`config.mk`:
```
export PLATFORM = sky130hd
export DESIGN_NAME = id_deque_with_delete
export DESIGN_NICKNAME = d
export VERILOG_FILES = /design/src/rtl/idd_pkg.sv /design/src/rtl/idd_store.sv /design/src/rtl/id_deque_with_delete.sv
export SDC_FILE = /design/constraint.sdc
export NUM_CORES = 1
export LEC_CHECK = 0
export BUFFER_PORTS_ARGS = -buffer_cell sky130_fd_sc_hd__buf_4
export CAP_MARGIN = 5
export CORE_AREA = 2 2 125 218
export CTS_BUF_LIST = sky130_fd_sc_hd__clkbuf_4 sky130_fd_sc_hd__clkbuf_8
export CTS_CLUSTER_SIZE = 28
export DETAILED_ROUTE_END_ITERATION = 8
export DIE_AREA = 0 0 127 220
export GPL_TIMING_DRIVEN = 0
export PLACE_DENSITY = 0.77
export RECOVER_POWER = 25
export REMOVE_ABC_BUFFERS = 1
export SYNTH_ARGS = -nofsm -noshare
export SYNTH_HDL_FRONTEND = slang
export SYNTH_SLANG_ARGS = --single-unit
```
`constraint.sdc`:
```
create_clock -name clk_i -period 4.8 [get_ports clk_i]
set_input_delay 0 -clock clk_i [delete_from_list [all_inputs] [get_ports clk_i]]
set_output_delay 0 -clock clk_i [all_outputs]
set_load 0.005 [all_outputs]
```
`src/rtl/idd_pkg.sv`:
```
`timescale 1ns / 1ps
`default_nettype none

package idd_pkg;

  typedef enum logic [1:0] {
    FUNC_APPEND  = 2'd0,
    FUNC_PREPEND = 2'd1,
    FUNC_DEQUEUE = 2'd2,
    FUNC_DELETE  = 2'd3
  } func_e;

  typedef enum logic [1:0] {
    ST_OK       = 2'd0,
    ST_EMPTY    = 2'd1,
    ST_FULL     = 2'd2,
    ST_NOTFOUND = 2'd3
  } status_e;

  typedef struct packed {
    func_e       func;
    logic [15:0] item_id;
  } in_word_t;

  typedef struct packed {
    status_e     status;
    logic [15:0] removed_id;
    logic [15:0] head_id;
    logic [4:0]  length;
  } out_word_t;

endpackage

`default_nettype wire

```
`src/rtl/idd_store.sv`:
```
`timescale 1ns / 1ps
`default_nettype none

module idd_store #(
  parameter int DEPTH    = 16,
  parameter int ID_WIDTH = 16
) (
  input  wire logic                       clk_i,
  input  wire logic                       rd_en_i,
  input  wire logic [$clog2(DEPTH)-1:0]   rd_addr_i,
  output logic      [ID_WIDTH-1:0]        rd_data_o,
  input  wire logic                       wr_en_i,
  input  wire logic [$clog2(DEPTH)-1:0]   wr_addr_i,
  input  wire logic [ID_WIDTH-1:0]        wr_data_i
);

  logic [ID_WIDTH-1:0] mem_q [DEPTH];

  always_ff @(posedge clk_i) begin
    if (wr_en_i) begin
      mem_q[wr_addr_i] <= wr_data_i;
    end
  end

  // hold the last read word until the next read
  always_ff @(posedge clk_i) begin
    if (rd_en_i) begin
      rd_data_o <= mem_q[rd_addr_i];
    end
  end

endmodule

`default_nettype wire

```
`src/rtl/id_deque_with_delete.sv`:
```
// From accept to result: the operation executes (a dequeue then takes in the removed word, a
// delete scans the held entries), the head entry is read and the result is registered for output.
// Only one word is in flight at a time, so the next accept waits until that result has been
// registered; the delete scan reads one store entry per cycle.
// A result waiting in the output register does not block the next accept.
// Reset clears head, count and control; the entry store is not cleared.
`timescale 1ns / 1ps
`default_nettype none

module id_deque_with_delete #(
  parameter int DEPTH    = 16,
  parameter int ID_WIDTH = 16
) (
  input  wire logic                 clk_i,
  input  wire logic                 rst_ni,
  input  wire logic                 in_valid_i,
  output logic                      in_stall_o,
  input  wire idd_pkg::in_word_t    in_word_i,
  output logic                      out_valid_o,
  input  wire logic                 out_stall_i,
  output idd_pkg::out_word_t        out_word_o
);

  localparam int AW = $clog2(DEPTH);
  localparam int CW = $clog2(DEPTH + 1);

  localparam logic [2:0] S_IDLE  = 3'd0;
  localparam logic [2:0] S_EXEC  = 3'd1;
  localparam logic [2:0] S_DEQ   = 3'd2;
  localparam logic [2:0] S_SCAN  = 3'd3;
  localparam logic [2:0] S_HREAD = 3'd4;
  localparam logic [2:0] S_OUT   = 3'd5;

  function automatic logic [AW-1:0] slot_of(input logic [AW-1:0] h, input logic [CW-1:0] o);
    logic [CW:0] s;
    s = (CW+1)'(h) + (CW+1)'(o);
    if (s >= (CW+1)'(DEPTH)) begin
      s = s - (CW+1)'(DEPTH);
    end
    return s[AW-1:0];
  endfunction

  logic [2:0]          state_q, state_d;
  idd_pkg::func_e      func_q, func_d;
  logic [ID_WIDTH-1:0] id_q, id_d;
  logic [AW-1:0]       head_q, head_d;
  logic [CW-1:0]       count_q, count_d;
  idd_pkg::status_e    status_q, status_d;
  logic [ID_WIDTH-1:0] removed_q, removed_d;
  logic [CW-1:0]       iss_q, iss_d;
  logic                pv_q, pv_d;
  logic [CW-1:0]       poff_q, poff_d;
  logic                found_q, found_d;
  logic                out_valid_q, out_valid_d;
  idd_pkg::out_word_t  out_q, out_d;

  logic                rd_en, wr_en;
  logic [AW-1:0]       rd_addr, wr_addr, head_m1;
  logic [ID_WIDTH-1:0] wr_data, rdata;
  logic                match;
  logic [63:0]         in_id_w, rd_w, removed_w, cnt_w;

  idd_store #(
    .DEPTH    (DEPTH),
    .ID_WIDTH (ID_WIDTH)
  ) u_store (
    .clk_i     (clk_i),
    .rd_en_i   (rd_en),
    .rd_addr_i (rd_addr),
    .rd_data_o (rdata),
    .wr_en_i   (wr_en),
    .wr_addr_i (wr_addr),
    .wr_data_i (wr_data)
  );

  assign in_id_w   = 64'(in_word_i.item_id);
  assign rd_w      = 64'(rdata);
  assign removed_w = 64'(removed_q);
  assign cnt_w     = 64'(count_q);
  assign head_m1   = (head_q == '0) ? AW'(DEPTH - 1) : head_q - AW'(1);
  assign match     = (rdata == id_q);

  assign in_stall_o  = (state_q != S_IDLE);
  assign out_valid_o = out_valid_q;
  assign out_word_o  = out_q;

  always_comb begin
    state_d     = state_q;
    func_d      = func_q;
    id_d        = id_q;
    head_d      = head_q;
    count_d     = count_q;
    status_d    = status_q;
    removed_d   = removed_q;
    iss_d       = iss_q;
    pv_d        = 1'b0;
    poff_d      = poff_q;
    found_d     = found_q;
    out_valid_d = out_valid_q && out_stall_i;
    out_d       = out_q;
    rd_en       = 1'b0;
    rd_addr     = head_q;
    wr_en       = 1'b0;
    wr_addr     = head_q;
    wr_data     = id_q;

    case (state_q)
      S_IDLE: begin
        if (in_valid_i) begin
          func_d    = in_word_i.func;
          id_d      = in_id_w[ID_WIDTH-1:0];
          status_d  = idd_pkg::ST_OK;
          removed_d = '0;
          state_d   = S_EXEC;
        end
      end
      S_EXEC: begin
        state_d = S_HREAD;
        case (func_q)
          idd_pkg::FUNC_APPEND: begin
            if (count_q == CW'(DEPTH)) begin
              status_d = idd_pkg::ST_FULL;
            end else begin
              wr_en   = 1'b1;
              wr_addr = slot_of(head_q, count_q);
              count_d = count_q + CW'(1);
            end
          end
          idd_pkg::FUNC_PREPEND: begin
            if (count_q == CW'(DEPTH)) begin
              status_d = idd_pkg::ST_FULL;
            end else begin
              wr_en   = 1'b1;
              wr_addr = head_m1;
              head_d  = head_m1;
              count_d = count_q + CW'(1);
            end
          end
          idd_pkg::FUNC_DEQUEUE: begin
            if (count_q == '0) begin
              status_d = idd_pkg::ST_EMPTY;
            end else begin
              rd_en   = 1'b1;
              head_d  = slot_of(head_q, CW'(1));
              count_d = count_q - CW'(1);
              state_d = S_DEQ;
            end
          end
          idd_pkg::FUNC_DELETE: begin
            if (count_q == '0) begin
              status_d = idd_pkg::ST_EMPTY;
            end else begin
              iss_d   = '0;
              found_d = 1'b0;
              state_d = S_SCAN;
            end
          end
          default: begin
            state_d = S_HREAD;
          end
        endcase
      end
      S_DEQ: begin
        removed_d = rdata;
        state_d   = S_HREAD;
      end
      S_SCAN: begin
        // issue one read per entry; the word read last cycle is checked now
        if (iss_q < count_q) begin
          rd_en   = 1'b1;
          rd_addr = slot_of(head_q, iss_q);
          iss_d   = iss_q + CW'(1);
          pv_d    = 1'b1;
          poff_d  = iss_q;
        end
        if (pv_q) begin
          if (found_q) begin
            // shift each later entry one slot toward the head
            wr_en   = 1'b1;
            wr_addr = slot_of(head_q, poff_q - CW'(1));
            wr_data = rdata;
          end else if (match) begin
            found_d = 1'b1;
          end
          if (poff_q + CW'(1) == count_q) begin
            if (found_q || match) begin
              count_d = count_q - CW'(1);
            end else begin
              status_d = idd_pkg::ST_NOTFOUND;
            end
            state_d = S_HREAD;
          end
        end
      end
      S_HREAD: begin
        rd_en   = 1'b1;
        state_d = S_OUT;
      end
      S_OUT: begin
        if (!out_valid_q || !out_stall_i) begin
          out_valid_d      = 1'b1;
          out_d.status     = status_q;
          out_d.removed_id = removed_w[15:0];
          out_d.head_id    = (count_q != '0) ? rd_w[15:0] : 16'd0;
          out_d.length     = cnt_w[4:0];
          state_d          = S_IDLE;
        end
      end
      default: begin
        state_d = S_IDLE;
      end
    endcase
  end

  always_ff @(posedge clk_i or negedge rst_ni) begin
    if (!rst_ni) begin
      state_q     <= S_IDLE;
      head_q      <= '0;
      count_q     <= '0;
      iss_q       <= '0;
      pv_q        <= 1'b0;
      found_q     <= 1'b0;
      out_valid_q <= 1'b0;
    end else begin
      state_q     <= state_d;
      head_q      <= head_d;
      count_q     <= count_d;
      iss_q       <= iss_d;
      pv_q        <= pv_d;
      found_q     <= found_d;
      out_valid_q <= out_valid_d;
    end
  end

  always_ff @(posedge clk_i) begin
    func_q    <= func_d;
    id_q      <= id_d;
    status_q  <= status_d;
    removed_q <= removed_d;
    poff_q    <= poff_d;
    out_q     <= out_d;
  end

  a_bounds: assert property (@(posedge clk_i) disable iff (!rst_ni)
    (count_q <= CW'(DEPTH)) && (head_q <= AW'(DEPTH - 1)))
    else $error("head or count out of range");

  a_count_src: assert property (@(posedge clk_i) disable iff (!rst_ni)
    (count_q != $past(count_q)) |-> ($past(state_q) == S_EXEC || $past(state_q) == S_SCAN))
    else $error("count changed outside an operation");

  a_scan_wr: assert property (@(posedge clk_i) disable iff (!rst_ni)
    (state_q == S_SCAN && wr_en) |-> (found_q && pv_q))
    else $error("compaction write before a match");

endmodule

`default_nettype wire
```
# Word-level counts from Yosys, hierarchy flattened
# Memory sizes are Yosys's and may differ from the RTL's. A register that Yosys moved wholly into a read port is not among the register bits.
# Cells that the tools add are included.
[totals]
n_memories = 1
output_inout_bits = 41
in_bits = 22
wordCells = 156
ramBits = 256
regBits = 100
[op_classes]
eq_ne = 26
addsub = 14
magnitude_cmp = 5
n_mux = 67
n_reduce_logical = 27
[memory_table]
columns = ["memory", "words", "width", "read_ports", "rd_clocked_by_memory_dff", "write_ports", "line", "text"]
rows = [
  ["u_store.mem_q", 16, 16, 1, 1, 1, "idd_store.sv:17", "logic [ID_WIDTH-1:0] mem_q [DEPTH];"],
]
[ops]
columns = ["op", "count"]
rows = [
  ["2-to-1 mux 16 bit", 4],
  ["2-to-1 mux 4 bit", 12],
  ["2-to-1 mux 5 bit", 8],
  ["one-hot mux 16 bit (2 select lines)", 1],
  ["one-hot mux 5 bit (2 select lines)", 3],
  ["one-hot mux 4 bit (2 select lines)", 3],
  ["inequality test 2 bit, second input constant", 10],
  ["subtractor 4 x 1 -> 4 bit, second input constant", 5],
  ["adder 4 x 5 -> 6 bit", 3],
  ["greater-or-equal comparator 6 x 5 -> 1 bit, second input constant", 3],
  ["2-to-1 mux 3 bit", 6],
  ["one-hot mux 3 bit (6 select lines)", 1],
  ["2-to-1 mux 1 bit", 17],
  ["equality test 16 bit", 1],
  ["adder 5 x 1 -> 5 bit, second input constant", 3],
  ["AND reduction 7 bit", 2],
  ["2-to-1 mux 2 bit", 6],
  ["inequality test 3 bit, second input constant", 4],
  ["AND reduction 4 bit", 3],
  ["subtractor 5 x 1 -> 5 bit, second input constant", 2],
  ["AND reduction 2 bit", 4],
  ["equality test 3 x 2 -> 1 bit, second input constant", 2],
  ["equality test 3 bit, second input constant", 2],
  ["one-hot mux 2 bit (3 select lines)", 1],
  ["other kinds (25)", 33],
]

# Logic depth before layout (Yosys ltp)
# Gate-level depths: netlist of the first run.
[depth]
depth_word = 7
mapped_depth = 13

# Cells and area by module
# From an unflattened synthesis of the first run, not the netlist that was laid out.
[hier_totals]
cells_unflattened = 851
hier_area_um2 = 15320.9
[by_module_without_submodules]
columns = ["mod", "area_each_um2", "cells_each", "n_inst", "seq_area_each_um2"]
rows = [
  ["idd_store", 10202.3, 432, 1, 8167.8],
  ["id_deque_with_delete", 5118.7, 419, 1, 2902.8],
]

# Worst setup path before layout of the first run
# Ideal clock, no wire load.
[synth_timing]
path_type = "register -> register"
from = "register poff_q[0]"
to = "memory u_store.mem_q[11][0] (enable)"
slack_ns = 0.877
arrival_time_ns = 3.510
t_required_ns = 4.387
path_stages_with_launch = 12
setup_time_ns = 0.413
path_cell_list = "edfxtp_1 > inv_1 > ha_1 > inv_1 > ha_1 > a21o_1 > a21oi_1 > xnor2_1 > or4_1 > a21oi_1 > a221oi_1 > nor3b_1"
[synth_between]
elab_chain_len = 7
word_cells_on_any_way = 8
classes_between = "3 x add/sub; 1 x order compare; 4 x mux"
[synth_rtl]
columns = ["element", "line", "text"]
rows = [
  ["start: declaration", "id_deque_with_delete.sv:52", "logic [CW-1:0] poff_q, poff_d;"],
  ["start signal: assignment", "id_deque_with_delete.sv:240", "poff_q <= poff_d;"],
  ["subtractor 5 x 1 -> 5 bit *", "id_deque_with_delete.sv:180", "wr_addr = slot_of(head_q, poff_q - CW'(1));"],
  ["adder 4 x 5 -> 6 bit *", "id_deque_with_delete.sv:36", "s = (CW+1)'(h) + (CW+1)'(o);"],
  ["greater-or-equal comparator 6 x 5 -> 1 bit / subtractor 4 x 1 -> 4 bit (equally long branches)", "id_deque_with_delete.sv:37, id_deque_with_delete.sv:38", ""],
  ["2-to-1 mux 4 bit *", "id_deque_with_delete.sv:37", "if (s >= (CW+1)'(DEPTH)) begin"],
  ["2-to-1 mux 4 bit *", "id_deque_with_delete.sv:177", "if (found_q) begin"],
  ["2-to-1 mux 4 bit *", "id_deque_with_delete.sv:176", "if (pv_q) begin"],
  ["one-hot mux 4 bit (2 select lines) *", "id_deque_with_delete.sv:107", "case (state_q)"],
  ["end: declaration", "idd_store.sv:17", ""],
]
# Every way passes the cells marked *; elsewhere a longest branch is shown, timed or not.

# Worst setup path after layout of the first run
[layout_timing]
from = "register count_q[1]"
to = "register u_store.rd_data_o[9] (read register of u_store.mem_q), data pin"
[layout_between]
elab_chain_len = 4
word_cells_on_any_way = 8
classes_between = "1 x order compare; 6 x mux; 1 x reduce/logical"
[layout_rtl]
columns = ["element", "line", "text"]
rows = [
  ["start: declaration", "id_deque_with_delete.sv:47", "logic [CW-1:0] count_q, count_d;"],
  ["start signal: assignment", "id_deque_with_delete.sv:227", "count_q <= count_d;"],
  ["branches (longest 4 deep; another with < comparator 5 bit)", "--", ""],
  ["end: declaration", "idd_store.sv:11", "output logic [ID_WIDTH-1:0] rd_data_o,"],
]
# Parallel ways; which one is timed is not known.
# A chain may end at the register's enable or synchronous reset.

==> results of run 1 <==
worst paths after layout:
path / from / end / slack, ns / cells past startpoint
worst max-delay path: count_q[1] / u_store.rd_data_o[9] / 0.51 / 9
worst min register to register: removed_q[5] / out_word_o[26] / 0.42 / 0
worst max register to register: count_q[1] / u_store.rd_data_o[9] / 0.51 / 9
min in group asynchronous: rst_ni / iss_q[4] / 0.69 / 3
max in group asynchronous: rst_ni / head_q[1] / 3.48 / 3
worst min-delay path: in_word_i[5] / id_q[5] / 0.13 / 2
synthesized netlist by cell type (18+ instances only):
cell type,instances,share of area (%)
a21oi_1,20,0.65
a22oi_1,33,1.6
xnor2_1,33,1.9
o21ai_0,19,0.62
nor2_1,19,0.46
and2_1,18,0.73
dfrtp_1,20,3.2
inv_1,20,0.49
nand2_1,43,1.0
mux4_2,51,7.4
ha_1,21,1.7
edfxtp_1,352,68
cell families (layout without fill, tap and decap cells):
kind of cell | count (synthesis) | in the layout | share of synthesized area [%]
DFF | 372 | 372 | 71.7
and+or+nand+nor | 163 | 163 | 5.64
AOI/OAI and AO/OA | 106 | 106 | 4.98
muxes | 82 | 82 | 11.0
buffers and inverters | 54 | 241 | 2.22
xor gates and xnor gates | 42 | 42 | 2.38
adders and majority gates | 24 | 24 | 2.09
state kept, by name, summed over array words and instances, names as in the netlist:
signal             count
u_store.mem_q        256
out_word_o            39
id_q                  16
removed_q             16
u_store.rd_data_o     16
count_q                5
iss_q                  5
poff_q                 5
head_q                 4
state_q                3
func_q                 2
status_q               2
found_q                1
out_valid_o            1
pv_q                   1
critical path: stages, from the launching register on:
cell and delay, ns:
dfrtp_1 0.55, inv_1 0.16, ha_1 0.31, nand2_1 0.04, o21ai_0 0.24, a31o_1 0.50, clkinvlp_2 0.76, o32ai_4 1.15
a22oi_1 0.25, nand2_1 0.16
metrics by stage:
step | worst slack (ns) | instances
after floorplan | -2.17 | 810
after global placement | -4.67 | 1196
after detailed placement | 0.0800 | 1237
after CTS | 0.0259 | 1352
after global routing | 0.226 | 1354
final | 0.506 | 1354
where the power goes:
part	switching [W]	internal [W]	total (W)
Combinational	0.00187	0.00150	0.00337
Clock	0.00116	0.00125	0.00241
Sequential	0.000418	0.00427	0.00469
area by class of cell:
cell class	count	area (um^2)
inverters	21	80.1
multi-input cells	417	4110
well taps	324	405
repair buffers	127	1220
clock buffers	57	741
flip-flops and latches	372	11100
clock inverters	36	270
fillers	1639	8390
timing repair:
item	4_1_cts	5_1_grt
hold buffers	22	0
endpoints found under the hold margin	100	0
gates resized for setup	0	0
per-layer routing:
metal  vias to the layer above  wire (um)  global-route usage, %
met5                         -          0                      0
met4                         0       1970                   14.0
met3                       128       2100                   4.05
met2                       426      18500                   45.2
met1                      4319      11800                   28.0
li1                       3680          -                      -
==> impl_metrics.ini, run 1 <==
[floorplan]
io-pin-count = 63
initial_core_util_pct = 58.7
die_x_um = 127
fp.coreArea_um2 = 26300
row_count = 79
dieArea_um2 = 27900
dieHeight_um = 220

[layout]
drive_gt1_share_pct = 25.6
most-common-layout-cells = 352 x edfxtp_1, 60 x clkbuf_4, 51 x mux4_2
n_antenna_cell = 0
synthToLayoutAreaGrowth_pct = 15.9
final_common_cell = edfxtp_1
fin_area_um2 = 17900
nets = 1035
fin_util_pct = 68.1

[critical_path]
critPathMaxFanout = 16
cp.arrival_ns = 4.74
worstSetupEndpointType = flop
crit_required_ns = 5.24
path_class = flop to flop
cp-start-kind = flop

[synth]
ys_seq_elements = 372
ys_warn_count = 0
synth_edf_count = 352
synthCells = 843
ys_types = 66
synthArstFlopShare_pct = 5.38
syn_area_um2 = 15400
synth.avg_cell_area_um2 = 18.3
synth-main-ff-cell = edfxtp_1
synth-seq-area-share_pct = 71.7

[routing]
dr.pass1.iters = 5
drc_errors = 0
viasPerCell = 6.32
drt-initial-drc-count = 947
wl_per_cell_um = 25.3
ant_nets = 0
vias = 8553
routed_wl_um = 34300

[clock_network]
postCtsSetupRepairBufs = 0
cts_buffer_depth = 3
cts_tree = done
root_buffer = clkbuf_8
clock-sinks = 372
cts_max_level = 2
path_clk_slew_ns = 0.07
cts_buffers = 50
clock_latency_ns = 0.60

[sta]
fin_crit_sh_pct = 89.5
worstMarginPinSlew_ns = 2.62
setup_tns_ns = 0
holdWs_ns = 0.130
fin_crit_ns = 4.29
fmax_mhz = 233
rsz0062_at_grt = no
setup_viol = 0
fin_skew_ns = 0.0230
hold_violations = 0
drv_slew = 65
slew-limit-headroom_pct = -75.5

[placement]
io_buffers = 62
gp_congestion = 0.936
post_dp_cell_area_um2 = 16700
hpwl_um = 22800

[status]
status = finished with violations
failed_checks = capacitance limit, slew limit

[global_routing]
overflow = 0
antenna_found_initial = 0
grt_max_degree = 34
grt_pass1_wl_um = 51000
grt_use_total_pct = 25.0
grt_pass1_vias = 8877

[pwr]
finalPower_w = 0.0105
peakVddDrop_mv = 0.241
powerDensity_nw_per_um2 = 585
leakagePower_nw = 6.09

[flow_run]
maxCapViolCount = 3

[min_path]
hp-class = primary input to flop
Power figures use the tool's default switching activity.
==> run 2, diff against run 1 <==
Settings changed: CELL_PAD_IN_SITES_DETAIL_PLACEMENT set to 1, CELL_PAD_IN_SITES_GLOBAL_PLACEMENT set to 2, CORE_AREA 2 2 125 218 to 2 2 138 240, DIE_AREA 0 0 127 220 to 0 0 140 242, PLACE_DENSITY 0.77 to unset, PLACE_DENSITY_LB_ADDON set to 0.1.
Clock period 4.8 ns to 4.4 ns, I/O delays scaled along.
==> run 2 against run 1 <==
Largest power group unchanged. The run ends with DRC, capacitance limit, slew limit left. First-iteration DRC count down 40%. Routed wire length up 14%. Non-clock buffer count up 2. Hold slack about the same. Clock skew up 0.00084 ns. Setup slack worse by 0.38 ns. Utilization down 12 points. Sequential share of layout area down 0.56 points. Count of clock-buffer cells in the layout up 16.
==> impl_metrics.ini, run 2 (synthesis gave the netlist of run 1 again) <==
[layout]
final_common_cell = edfxtp_1
fin_cells = 1431
nets = 1039
top_register = u_store.mem_q
n_antenna_cell = 0
drive_gt1_share_pct = 27.8
largest_register_ffs = 256
synthToLayoutAreaGrowth_pct = 17.0
most-common-layout-cells = 352 x edfxtp_1, 75 x clkbuf_4, 53 x clkbuf_8
fin_area_um2 = 18100

[critical_path]
reg2reg_from = count_q[1]
worstSetupEndpointType = flop
crit_required_ns = 4.71
path_class = flop to flop
critPathMaxFanout = 8
cp.arrival_ns = 4.58
cp-start-kind = flop
r2r_slack_ns = 0.13
r2r-end = u_store.mem_q[1][6]
r2r_cells = 11

[floorplan]
initial_core_util_pct = 48.1
dieHeight_um = 242
io-pin-count = 63
row_count = 87
dieArea_um2 = 33900
fp.coreArea_um2 = 32100
die_x_um = 140

[flow_run]
maxCapViolCount = 1

[sta]
rsz0062_at_grt = yes
fin_skew_ns = 0.0238
worstMarginPinSlew_ns = 1.75
fmax_mhz = 234
holdWs_ns = 0.130
fin_crit_sh_pct = 97.0
hold_violations = 0
slew-limit-headroom_pct = -16.4
setup_tns_ns = 0
drv_slew = 33
fin_crit_ns = 4.27
setup_viol = 0

[pwr]
combPwrFrac_pct = 32.9
clock_power_share_pct = 22.5
power.switching_w = 0.00386
powerDensity_nw_per_um2 = 641
finalPower_w = 0.0116
p_seq_share_pct = 44.6
peakVddDrop_mv = 0.362
swShare_pct = 33.4
p_int_w = 0.00772
leakagePower_nw = 6.16

[routing]
drc_errors = 6
drt-initial-drc-count = 570
routed_wl_um = 39000
viasPerCell = 5.82
dr.pass1.iters = 8
vias = 8335
wl_per_cell_um = 27.3
ant_nets = 0

[min_path]
min_to = id_q[10]
min_path_cells = 2
min-delay-start = in_word_i[10]
hp-class = primary input to flop

[global_routing]
grt_max_degree = 33
grt_pass1_wl_um = 58900
grt_use_total_pct = 23.7
grt_pass1_vias = 9379
overflow = 0
antenna_found_initial = 0

[clock_network]
cts_max_level = 2
root_buffer = clkbuf_8
cts_tree = done
postCtsSetupRepairBufs = 0
path_clk_slew_ns = 0.07
clock_latency_ns = 0.61
cts_buffers = 52
clock-sinks = 372
cts_buffer_depth = 3

[placement]
hpwl_um = 27100
gp_congestion = 0.828
io_buffers = 62
post-place-cells = 1316
post_dp_cell_area_um2 = 16900

[status]
status = finished with violations
failed_checks = DRC, capacitance limit, slew limit
run 2: cell types whose count changed in the layout (fill, tap and decap cells not counted), sizes merged:
cell	previous run	this run
clkbuf	120	135
clkinv	30	17
buf	42	45
bufinv	4	1
clkinvlp	3	1
inv	20	21
run 2: cell type report:
type | instances | area [um^2]
Inverter | 21 | 80.1
Clock buffer | 73 | 880
Tap cell | 400 | 500
Timing Repair Buffer | 129 | 1270
Multi-Input combinational cell | 417 | 4150
Fill cell | 2857 | 14000
Clock inverter | 19 | 113
Sequential cell | 372 | 11100
run 2: worst max-delay path, cell delays in order (launching register included):
cell and delay [ns]:
dfrtp_1 0.57, inv_1 0.20, ha_1 0.26, and4bb_2 0.29
nor2_1 0.27, and3_1 0.21, o21ai_1 0.08, a222oi_1 0.61
nand2_1 0.32, nor3_2 0.73, buf_8 0.24, buf_6 0.17
run 2: timing repair:
item                                    CTS  global route
pin swaps                                 0             0
resized for setup                         3             2
endpoints found under the setup margin   16            23
hold endpoints to repair                 87             0
hold buffers                             23             0
run 2: metal layers:
metal,GRT usage (%),routed length [um]
met5,0,0
met2,42.8,21200
met3,4.01,1610
met4,10.3,1720
met1,27.8,14500
run 2: how the worst max path moves through the flow:
stage / startpoint / to / slack [ns] / cells after the start
2_1_floorplan: count_q[2] / u_store.rd_data_o[10] / -2.57 / 9
3_3_place_gp: count_q[2] / u_store.rd_data_o[0] / -5.24 / 9
3_5_place_dp: head_q[1] / u_store.mem_q[2][11] / -0.53 / 9
4_1_cts: count_q[2] / u_store.rd_data_o[10] / 0.06 / 13
5_1_grt: count_q[1] / u_store.mem_q[1][6] / -0.13 / 11
6_report: count_q[1] / u_store.mem_q[1][6] / 0.13 / 11
run 2: stage by stage:
stage / utilization [%] / setup slack [ns]
2_1_floorplan: - / -2.57
3_3_place_gp: 50.3 / -5.24
3_5_place_dp: 52.6 / -0.527
4_1_cts: 56.4 / 0.0552
5_1_grt: 56.3 / -0.127
6_report: 56.3 / 0.130
run 2: power groups by stage:
stage / sequential, W / combinational [W] / clock [W]
final: 0.00516 / 0.00381 / 0.00261
after floorplan: 0.00501 / 0.00244 / 0
after global placement: 0.00524 / 0.00327 / 0
after CTS: 0.00517 / 0.00389 / 0.00267
after detailed placement: 0.00524 / 0.00384 / 0
after global routing: 0.00523 / 0.00414 / 0.00282
